===== config.mk =====
export PLATFORM = sky130hd
export DESIGN_NAME = moving_average_or_ewma_filter
export DESIGN_NICKNAME = d
export VERILOG_FILES = /design/src/maf_pkg.sv /design/src/maf_queue.sv /design/src/maf_front.sv /design/src/maf_back.sv /design/src/moving_average_or_ewma_filter.sv
export SDC_FILE = /design/constraint.sdc
export NUM_CORES = 2
export LEC_CHECK = 0
export ABC_AREA = 1
export BUFFER_PORTS_ARGS = -buffer_cell sky130_fd_sc_hd__buf_2
export CAP_MARGIN = 30
export CORE_MARGIN = 4
export CORE_UTILIZATION = 30
export DETAILED_ROUTE_END_ITERATION = 8
export GPL_TIMING_DRIVEN = 0
export HOLD_SLACK_MARGIN = 0.1
export SLEW_MARGIN = 10
export SYNTH_ARGS = -nofsm -noshare
export SYNTH_HDL_FRONTEND = slang
export SYNTH_SLANG_ARGS = --single-unit

===== constraint.sdc =====
create_clock -name clk -period 11.25 [get_ports clk]
set_input_delay 2.25 -clock clk [delete_from_list [all_inputs] [get_ports clk]]
set_output_delay 2.25 -clock clk [all_outputs]
set_load 0.005 [all_outputs]

===== src/maf_pkg.sv =====
package maf_pkg;

	// Sizing
	localparam int WINDOW_MAX = 64;
	localparam int SAMPLE_W   = 16;
	localparam int WSIZE_W    = 7;
	localparam int ALPHA_W    = 16;
	localparam int WIN_W      = $clog2(WINDOW_MAX + 1);
	localparam int POS_W      = $clog2(WINDOW_MAX);
	localparam int SUM_W      = SAMPLE_W + POS_W;
	localparam int VAL_W      = 32;
	localparam int CNT_W      = $clog2(SUM_W + 1);
	localparam int QDEPTH     = 2;
	localparam int QPTR_W     = $clog2(QDEPTH);
	localparam int QCNT_W     = $clog2(QDEPTH + 1);

	// Register map
	localparam logic [1:0] REG_MODE   = 2'd0;
	localparam logic [1:0] REG_WINDOW = 2'd1;
	localparam logic [1:0] REG_ALPHA  = 2'd2;

	// Filter modes
	localparam logic MODE_MA   = 1'b0;
	localparam logic MODE_EWMA = 1'b1;

	// Register reset values
	localparam logic [WSIZE_W-1:0] WINDOW_RESET = 7'd8;
	localparam logic [ALPHA_W-1:0] ALPHA_RESET  = 16'd8192;

	typedef enum logic [1:0] {
		F_IDLE,
		F_EXEC,
		F_FIN
	} front_state_t;

	typedef enum logic [1:0] {
		B_IDLE,
		B_DIV,
		B_OUT
	} back_state_t;

	// One job handed from the front to the back
	typedef struct packed {
		logic             mode;
		logic [VAL_W-1:0] val;
		logic [WIN_W-1:0] win;
	} job_t;

	// Clamp the window register into 1 .. WINDOW_MAX
	function automatic logic [WIN_W-1:0] eff_window(input logic [WSIZE_W-1:0] ws);
		logic [WIN_W-1:0] w;
		if (ws == '0)
			w = WIN_W'(1);
		else if (int'(ws) > WINDOW_MAX)
			w = WIN_W'(WINDOW_MAX);
		else
			w = WIN_W'(ws);
		return w;
	endfunction

endpackage


===== src/maf_queue.sv =====
module maf_queue (
	input  logic          clk,
	input  logic          arst_n,
	input  logic          push,
	input  maf_pkg::job_t push_job,
	output logic          full,
	input  logic          pop,
	output maf_pkg::job_t pop_job,
	output logic          empty
);
	import maf_pkg::*;

	job_t              slot_q [QDEPTH];
	logic [QPTR_W-1:0] wr_ptr_q;
	logic [QPTR_W-1:0] rd_ptr_q;
	logic [QCNT_W-1:0] count_q;
	logic              do_push;
	logic              do_pop;

	assign full    = (count_q == QCNT_W'(QDEPTH));
	assign empty   = (count_q == '0);
	assign do_push = push && !full;
	assign do_pop  = pop && !empty;
	assign pop_job = slot_q[rd_ptr_q];

	// Store requests
	always_ff @(posedge clk) begin
		if (do_push)
			slot_q[wr_ptr_q] <= push_job;
	end

	// Advance pointers and fill count
	always_ff @(posedge clk or negedge arst_n) begin
		if (!arst_n) begin
			wr_ptr_q <= '0;
			rd_ptr_q <= '0;
			count_q  <= '0;
		end else begin
			if (do_push)
				wr_ptr_q <= (int'(wr_ptr_q) == QDEPTH - 1) ? '0 : wr_ptr_q + 1'b1;
			if (do_pop)
				rd_ptr_q <= (int'(rd_ptr_q) == QDEPTH - 1) ? '0 : rd_ptr_q + 1'b1;
			if (do_push && !do_pop)
				count_q <= count_q + 1'b1;
			else if (do_pop && !do_push)
				count_q <= count_q - 1'b1;
		end
	end

endmodule


===== src/maf_front.sv =====
module maf_front (
	input  logic                           clk,
	input  logic                           arst_n,
	input  logic                           clear,
	input  logic                           cfg_mode,
	input  logic [maf_pkg::WSIZE_W-1:0]    cfg_window,
	input  logic [maf_pkg::ALPHA_W-1:0]    cfg_alpha,
	input  logic                           in_valid,
	output logic                           in_ready,
	input  logic signed [maf_pkg::SAMPLE_W-1:0] in_sample,
	output logic                           push,
	output maf_pkg::job_t                  push_job,
	input  logic                           q_full
);
	import maf_pkg::*;

	localparam int P1_W  = ALPHA_W + 1 + SAMPLE_W;
	localparam int OM_W  = ALPHA_W + 1;
	localparam int P2_W  = OM_W + 1 + VAL_W;
	localparam int ACC_W = P2_W;

	front_state_t             state_q, state_d;
	logic [WIN_W-1:0]         win;
	logic [POS_W-1:0]         pos_eff;
	logic [POS_W-1:0]         pos_next;
	logic                     accept;

	logic signed [SAMPLE_W-1:0] ring [WINDOW_MAX];
	logic [WINDOW_MAX-1:0]      valid_q;
	logic [POS_W-1:0]           pos_q;
	logic signed [SUM_W-1:0]    sum_q;
	logic signed [VAL_W-1:0]    prev_q;

	logic signed [SAMPLE_W-1:0] x_q;
	logic signed [SAMPLE_W-1:0] rd_q;
	logic [POS_W-1:0]           wp_q;
	logic                       mode_q;
	logic signed [P1_W-1:0]     p1_q;
	logic signed [P2_W-1:0]     p2_q;

	logic signed [SAMPLE_W-1:0] old_sample;
	logic signed [SUM_W-1:0]    sum_n;
	logic [OM_W-1:0]            one_minus;
	logic signed [ACC_W-1:0]    acc;
	logic signed [VAL_W-1:0]    prev_n;

	assign win      = eff_window(cfg_window);
	assign pos_eff  = (int'(pos_q) >= int'(win)) ? '0 : pos_q;
	assign pos_next = (int'(wp_q) + 1 >= int'(win)) ? '0 : wp_q + 1'b1;
	assign in_ready = (state_q == F_IDLE) && !q_full;
	assign accept   = in_valid && in_ready;

	// Moving-average update: drop the oldest sample, add the new one
	assign old_sample = valid_q[wp_q] ? rd_q : '0;
	assign sum_n      = sum_q - SUM_W'(old_sample) + SUM_W'(x_q);

	// Exponential update: weigh new sample and previous output, floor to Q16.16
	assign one_minus = OM_W'(17'h10000 - {1'b0, cfg_alpha});
	assign acc       = (ACC_W'(p1_q) <<< 16) + ACC_W'(p2_q);
	assign prev_n    = acc[VAL_W+15:16];

	// Next state and request to the queue
	always_comb begin
		state_d  = state_q;
		push     = 1'b0;
		push_job = '{mode: mode_q, val: '0, win: win};
		case (state_q)
			F_IDLE: begin
				if (accept)
					state_d = F_EXEC;
			end
			F_EXEC: begin
				if (mode_q == MODE_MA) begin
					push         = 1'b1;
					push_job.val = VAL_W'(sum_n);
					state_d      = F_IDLE;
				end else begin
					state_d = F_FIN;
				end
			end
			F_FIN: begin
				push         = 1'b1;
				push_job.val = prev_n;
				state_d      = F_IDLE;
			end
			default: state_d = F_IDLE;
		endcase
	end

	always_ff @(posedge clk or negedge arst_n) begin
		if (!arst_n)
			state_q <= F_IDLE;
		else
			state_q <= state_d;
	end

	// Sample ring: read at accept, write back the new sample
	always_ff @(posedge clk) begin
		if (accept)
			rd_q <= ring[pos_eff];
		if (state_q == F_EXEC && mode_q == MODE_MA)
			ring[wp_q] <= x_q;
	end

	// Hold the request and the products
	always_ff @(posedge clk) begin
		if (accept) begin
			x_q    <= in_sample;
			wp_q   <= pos_eff;
			mode_q <= cfg_mode;
		end
		if (state_q == F_EXEC && mode_q == MODE_EWMA) begin
			p1_q <= $signed({1'b0, cfg_alpha}) * x_q;
			p2_q <= $signed({1'b0, one_minus}) * prev_q;
		end
	end

	// Filter state, cleared on reset and on any register write
	always_ff @(posedge clk or negedge arst_n) begin
		if (!arst_n) begin
			valid_q <= '0;
			pos_q   <= '0;
			sum_q   <= '0;
			prev_q  <= '0;
		end else if (clear) begin
			valid_q <= '0;
			pos_q   <= '0;
			sum_q   <= '0;
			prev_q  <= '0;
		end else begin
			if (state_q == F_EXEC && mode_q == MODE_MA) begin
				valid_q[wp_q] <= 1'b1;
				pos_q         <= pos_next;
				sum_q         <= sum_n;
			end
			if (state_q == F_FIN)
				prev_q <= prev_n;
		end
	end

endmodule


===== src/maf_back.sv =====
module maf_back (
	input  logic                           clk,
	input  logic                           arst_n,
	input  logic                           q_empty,
	input  maf_pkg::job_t                  q_job,
	output logic                           pop,
	output logic                           out_valid,
	input  logic                           out_ready,
	output logic [maf_pkg::SAMPLE_W-1:0]   out_data
);
	import maf_pkg::*;

	back_state_t          state_q, state_d;
	logic                 mode_q;
	logic                 neg_q;
	logic [SUM_W-1:0]     dq_q;
	logic [WIN_W-1:0]     rem_q;
	logic [WIN_W-1:0]     win_q;
	logic [CNT_W-1:0]     cnt_q;
	logic [SAMPLE_W-1:0]  hi_q;
	logic                 out_valid_q;
	logic [SAMPLE_W-1:0]  out_data_q;

	logic [SUM_W-1:0]     sum_in;
	logic [SUM_W-1:0]     mag_in;
	logic [WIN_W:0]       rem_sh;
	logic [WIN_W:0]       rem_sub;
	logic                 q_bit;
	logic [SUM_W-1:0]     quo_signed;
	logic                 out_free;
	logic                 load_out;
	logic                 last_step;

	assign sum_in  = q_job.val[SUM_W-1:0];
	assign mag_in  = sum_in[SUM_W-1] ? (~sum_in + 1'b1) : sum_in;

	// One quotient bit per cycle
	assign rem_sh  = {rem_q, dq_q[SUM_W-1]};
	assign q_bit   = (rem_sh >= {1'b0, win_q});
	assign rem_sub = rem_sh - {1'b0, win_q};

	assign quo_signed = neg_q ? (~dq_q + 1'b1) : dq_q;
	assign last_step  = (cnt_q == CNT_W'(SUM_W - 1));
	assign out_free   = !out_valid_q || out_ready;
	assign out_valid  = out_valid_q;
	assign out_data   = out_data_q;

	always_comb begin
		state_d  = state_q;
		pop      = 1'b0;
		load_out = 1'b0;
		case (state_q)
			B_IDLE: begin
				if (!q_empty) begin
					pop     = 1'b1;
					state_d = (q_job.mode == MODE_MA) ? B_DIV : B_OUT;
				end
			end
			B_DIV: begin
				if (last_step)
					state_d = B_OUT;
			end
			B_OUT: begin
				if (out_free) begin
					load_out = 1'b1;
					state_d  = B_IDLE;
				end
			end
			default: state_d = B_IDLE;
		endcase
	end

	always_ff @(posedge clk or negedge arst_n) begin
		if (!arst_n)
			state_q <= B_IDLE;
		else
			state_q <= state_d;
	end

	// Load a job and run the divider
	always_ff @(posedge clk) begin
		if (pop) begin
			mode_q <= q_job.mode;
			neg_q  <= sum_in[SUM_W-1];
			dq_q   <= mag_in;
			rem_q  <= '0;
			win_q  <= q_job.win;
			cnt_q  <= '0;
			hi_q   <= q_job.val[VAL_W-1:VAL_W-SAMPLE_W];
		end else if (state_q == B_DIV) begin
			dq_q  <= {dq_q[SUM_W-2:0], q_bit};
			rem_q <= q_bit ? rem_sub[WIN_W-1:0] : rem_sh[WIN_W-1:0];
			cnt_q <= cnt_q + 1'b1;
		end
	end

	// Output register
	always_ff @(posedge clk) begin
		if (load_out)
			out_data_q <= (mode_q == MODE_MA) ? quo_signed[SAMPLE_W-1:0] : hi_q;
	end

	always_ff @(posedge clk or negedge arst_n) begin
		if (!arst_n)
			out_valid_q <= 1'b0;
		else if (load_out)
			out_valid_q <= 1'b1;
		else if (out_ready)
			out_valid_q <= 1'b0;
	end

endmodule


===== src/moving_average_or_ewma_filter.sv =====
// Moving-average / exponential smoothing filter.
// Samples enter on the s_ stream and one filtered sample leaves on the
// m_ stream for each. Registers sit behind an APB port: filter_mode at 0x0,
// window_size at 0x4, alpha at 0x8; pready is always high. Any register write
// clears the sample ring, running sum and previous output; write only when
// the block is idle.
// The front accepts a sample only while idle and the queue is not full; it
// updates the filter state and queues a job in its exec state (moving
// average) or forms the products in exec and does so in fin (exponential).
// The back divides the running sum by the window with a bit-serial divider,
// one quotient bit per cycle; a moving-average item goes through pop, the
// divider steps and the output load, and the divider sets the sustained rate.
// An exponential item skips the divider and goes from pop to the output load.
// The result sits in an output register; while m_tready is low it holds, the
// two-entry job queue fills and then s_tready drops.
// Reset clears the state, the ring's valid bits and all handshakes, and
// loads the register defaults (moving average, window 8, alpha 8192).
module moving_average_or_ewma_filter (
	input  logic        clk,
	input  logic        arst_n,
	// s_tdata: sample [15:0]
	input  logic        s_tvalid,
	output logic        s_tready,
	input  logic [15:0] s_tdata,
	// m_tdata: filtered [15:0]
	output logic        m_tvalid,
	input  logic        m_tready,
	output logic [15:0] m_tdata,
	input  logic        psel,
	input  logic        penable,
	input  logic        pwrite,
	input  logic [3:0]  paddr,
	input  logic [31:0] pwdata,
	output logic [31:0] prdata,
	output logic        pready
);
	import maf_pkg::*;

	logic               mode_q;
	logic [WSIZE_W-1:0] window_q;
	logic [ALPHA_W-1:0] alpha_q;
	logic               wr_en;
	logic [1:0]         reg_idx;
	logic               clear;

	logic               push;
	job_t               push_job;
	logic               q_full;
	logic               pop;
	job_t               pop_job;
	logic               q_empty;

	assign pready  = 1'b1;
	assign reg_idx = paddr[3:2];
	assign wr_en   = psel && penable && pwrite && pready;
	assign clear   = wr_en && (reg_idx == REG_MODE || reg_idx == REG_WINDOW ||
	                           reg_idx == REG_ALPHA);

	// Register writes
	always_ff @(posedge clk or negedge arst_n) begin
		if (!arst_n) begin
			mode_q   <= MODE_MA;
			window_q <= WINDOW_RESET;
			alpha_q  <= ALPHA_RESET;
		end else if (wr_en) begin
			case (reg_idx)
				REG_MODE:   mode_q   <= pwdata[0];
				REG_WINDOW: window_q <= pwdata[WSIZE_W-1:0];
				REG_ALPHA:  alpha_q  <= pwdata[ALPHA_W-1:0];
				default:    ;
			endcase
		end
	end

	// Register reads
	always_comb begin
		case (reg_idx)
			REG_MODE:   prdata = {31'b0, mode_q};
			REG_WINDOW: prdata = {{(32-WSIZE_W){1'b0}}, window_q};
			REG_ALPHA:  prdata = {{(32-ALPHA_W){1'b0}}, alpha_q};
			default:    prdata = '0;
		endcase
	end

	maf_front u_front (
		.clk        (clk),
		.arst_n     (arst_n),
		.clear      (clear),
		.cfg_mode   (mode_q),
		.cfg_window (window_q),
		.cfg_alpha  (alpha_q),
		.in_valid   (s_tvalid),
		.in_ready   (s_tready),
		.in_sample  (s_tdata),
		.push       (push),
		.push_job   (push_job),
		.q_full     (q_full)
	);

	maf_queue u_queue (
		.clk      (clk),
		.arst_n   (arst_n),
		.push     (push),
		.push_job (push_job),
		.full     (q_full),
		.pop      (pop),
		.pop_job  (pop_job),
		.empty    (q_empty)
	);

	maf_back u_back (
		.clk       (clk),
		.arst_n    (arst_n),
		.q_empty   (q_empty),
		.q_job     (pop_job),
		.pop       (pop),
		.out_valid (m_tvalid),
		.out_ready (m_tready),
		.out_data  (m_tdata)
	);

endmodule

==> impl_metrics.py <==
metrics = {
    "status": {
        "status": "finished clean",
    },
    "global_routing": {
        "grt_use_total_pct": 17.9,
        "maximum_number_of_pins_on_one_net_before_global_route_repair": 85,
        "first_global_vias": 66900,
        "antenna_violations_before_repair": 4,
        "grt-ovfl-total": 0,
        "grt_first_pass_wirelength_um": 428000,
    },
    "route": {
        "drc": 0,
        "detailroute.via_count": 68600,
        "vias_per_cell": 4.70,
        "first_pass_iters": 6,
        "ant_nets": 0,
        "wl_per_cell_um": 19.8,
        "routed_wirelength_um": 288000,
        "detail_route.iter0.violations": 6730,
    },
    "setup_path": {
        "cell_count_of_the_worst_reg_to_reg_path": 34,
        "rrSetupSlack_ps": 1750,
        "worst_path_largest_cell_delay_ps": 770,
        "cp-end-kind": "flop",
        "worst_setup_path_startpoint": "alpha_q[0]$_DFFE_PN0P_",
        "slowest_stage": "clkbuf_1",
        "worst_r2r_endpoint": "u_front.p2_q[47]$_DFFE_PP_",
        "r2r-start": "alpha_q[0]$_DFFE_PN0P_",
        "worstPathRequired_ps": 11760,
        "critical-path-top-cell-by-count": "nand2_1",
        "critical_path_endpoint": "u_front.p2_q[47]$_DFFE_PP_",
        "critPathArrivalTime_ps": 10020,
        "critical_path_peak_fanout": 10,
        "criticalPathCategory": "reg2reg",
        "critPathLaunchType": "flop",
    },
    "cells_and_area": {
        "ratio_of_cells_with_drive_above_1_in_the_final_layout_pct": 7.20,
        "layout_commonest_cell": "nand2_1",
        "most-common-layout-cells": "nand2_1, inv_1, edfxtp_1",
        "layout-area-overhead-vs-synth_pct": 14.5,
        "design.final.nets": 11500,
        "num-fill-cells": 31200,
    },
    "synth": {
        "number_of_synthesized_register_bits": 1438,
        "ys_seq_area_share_pct": 45.7,
        "fraction_of_post_synthesis_cell_area_in_the_top_cell_type_by_area_pct": 41.2,
        "ys_warn_count": 0,
        "syn-instance-count": 9968,
        "synth_top_cell_by_area": "edfxtp_1",
        "post_synth.cell_area_avg_um2": 9.29,
        "post_synth_instance_area_um2": 92600,
        "postSynth.asyncResetShare_pct": 10.9,
        "number_of_synthesized_flops_with_an_enable_pin": 1269,
        "synth_cell_type_count": 62,
        "netlist_top_cells_area": "edfxtp_1, fa_1, nand2_1, inv_1, nand3_1",
        "synth-main-ff-cell": "edfxtp_1",
    },
    "sta": {
        "final.setup.tns_ps": 0,
        "maxSlewViolCount": 0,
        "finalHoldViolations": 0,
        "relSlewSlack_pct": 27.5,
        "finalClockSkew_ps": 82.1,
        "period_share_pct": 84.5,
        "slew_at_the_pin_with_the_worst_max_slew_slack_ps": 1080,
        "setup_viol": 0,
        "max_freq_ghz": 0.105,
        "grt_setup_unrepaired": "no",
        "fin_crit_ps": 9500,
    },
    "die": {
        "starting_density_of_the_core_pct": 30.2,
        "top_level_ports": 110,
        "core-area_um2": 307000,
        "fp.dieH_um": 564,
        "floorplan.die.width_um": 564,
        "die_area_um2": 318000,
        "core.rowCount": 203,
    },
    "cts": {
        "cts_tree": "yes",
        "clock_network_latency_to_the_later_pin_of_the_worst_skew_pair_ps": 820,
        "max-clock-path-buffers": 3,
        "cts_sinks": 1438,
        "num_cts_buffers": 156,
        "count_of_hold_buffers_inserted_by_post_cts_repair": 0,
        "htree_levels": 4,
        "cts_post_setup_buffers_inserted": 0,
        "cts.root.buffer_cell": "clkbuf_16",
        "post_cts_resized": 0,
        "clk_pin_slew_worst_paths_ps": 60,
    },
    "placement": {
        "dp_hpwl_um": 225000,
        "place.gp.congestion": 0.973,
        "buffer_ports.inserted": 74,
    },
    "flow_run": {
        "timing.max_cap.violations": 0,
    },
    "hold_path": {
        "worst_hold_path_type": "reg2reg",
    },
}
## metrics by stage
| step | setup WS [ps] | util (%) | instance area, µm² | std cells | hold WS (ps) |
|---|---|---|---|---|---|
| after floorplan | 4530 | - | 92600 | 9983 | 448 |
| after global placement | 1740 | 32.0 | 98100 | 14200 | 476 |
| after detailed placement | 1720 | 32.9 | 101000 | 14300 | 481 |
| after CTS | 1720 | 34.6 | 106000 | 14600 | 494 |
| after global routing | 1200 | 34.6 | 106000 | 14600 | 505 |
| final | 1750 | 34.6 | 106000 | 14600 | 494 |
## cell type report
| class | instances | area (µm²) | share of cell area, % |
|---|---|---|---|
| flip-flops and latches | 1438 | 42300 | 39.9 |
| clock buffers | 198 | 4180 | 3.95 |
| repair buffers | 218 | 2970 | 2.80 |
| multi-input cells | 6067 | 40900 | 38.5 |
| diodes | 4 | 10.0 | 0.00944 |
| inverters | 2034 | 7640 | 7.20 |
| clock inverters | 89 | 911 | 0.859 |
| well taps | 4100 | 5130 | 4.84 |
| plain buffers | 444 | 2030 | 1.92 |
## worst min-delay path by stage
stage / start / endpoint / slack [ps] / cells after the start
finish: u_back.rem_q[2]$_SDFFE_PP0P_ / u_back.rem_q[2]$_SDFFE_PP0P_ / 490 / 2
CTS: u_front.valid_q[50]$_DFFE_PN0P_ / u_front.valid_q[50]$_DFFE_PN0P_ / 490 / 1
floorplan: mode_q$_DFFE_PN0P_ / u_front.mode_q$_DFFE_PP_ / 450 / 0
detailed placement: u_front.valid_q[50]$_DFFE_PN0P_ / u_front.valid_q[50]$_DFFE_PN0P_ / 480 / 1
global placement: u_front.valid_q[52]$_DFFE_PN0P_ / u_front.valid_q[52]$_DFFE_PN0P_ / 480 / 1
global route: u_front.valid_q[60]$_DFFE_PN0P_ / u_front.valid_q[60]$_DFFE_PN0P_ / 510 / 1
## kinds of logic (layout without fill, tap and decap cells)
group                    count (synthesis)  after routing  synth area share (%)
flip-flops                            1438           1438                  45.7
adder cells (fa/ha/maj)               1035           1035                  19.9
buffers and inverters                 2478           2983                  10.4
XOR/XNOR                               111            111                  1.05
AO/OA/AOI/OAI                          705            705                  4.30
multiplexers                             4              4                0.0432
other                                    2             21               0.00811
AND/OR/NAND/NOR                       4195           4195                  18.6
## per-layer routing
layer / global-route usage (%) / share of wire, %
met2: 29.0 / 46
met3: 3.04 / 8.0
met4: 6.61 / 4.3
met5: 0 / 0.0045
met1: 24.1 / 42
## synth_stat cells, drive strengths merged (35+ instances only)
library cell,instances
xnor2,38
buf,226
inv,2023
edfxtp,1269
nor3,35
nor2,677
xor2,73
ha,311
a21oi,320
fa,724
dfrtp,155
o21ai,211
nand4,50
nand2,2448
clkbuf,218
nand3,947
## state kept, by name, indices dropped and copies added, names as in the netlist, 5 cells and up
name             cells
u_queue.slot_q      80
u_back.out_data     16
u_front.prev_q      32
u_front.p1_q        32
u_front.wp_q         6
u_front.valid_q     64
u_front.p2_q        32
window_q             7
u_front.sum_q       22
u_back.win_q         7
u_front.rd_q        16
u_front.ring      1024
alpha_q             16
u_back.cnt_q         5
u_back.rem_q         7
u_back.hi_q         16
u_front.pos_q        6
u_front.x_q         16
u_back.dq_q         22
## critical path, delay by kind of cell, from the launching register on
kind	cells	cell delay, ps
compound gates	1	690
fa+ha+maj	8	3640
buf+inv	8	2040
flops	1	410
simple gates	17	2400
Power is left out: the tool's default activity adds up to more than one toggle a clock period on the data nets, which glitch-free logic cannot reach.
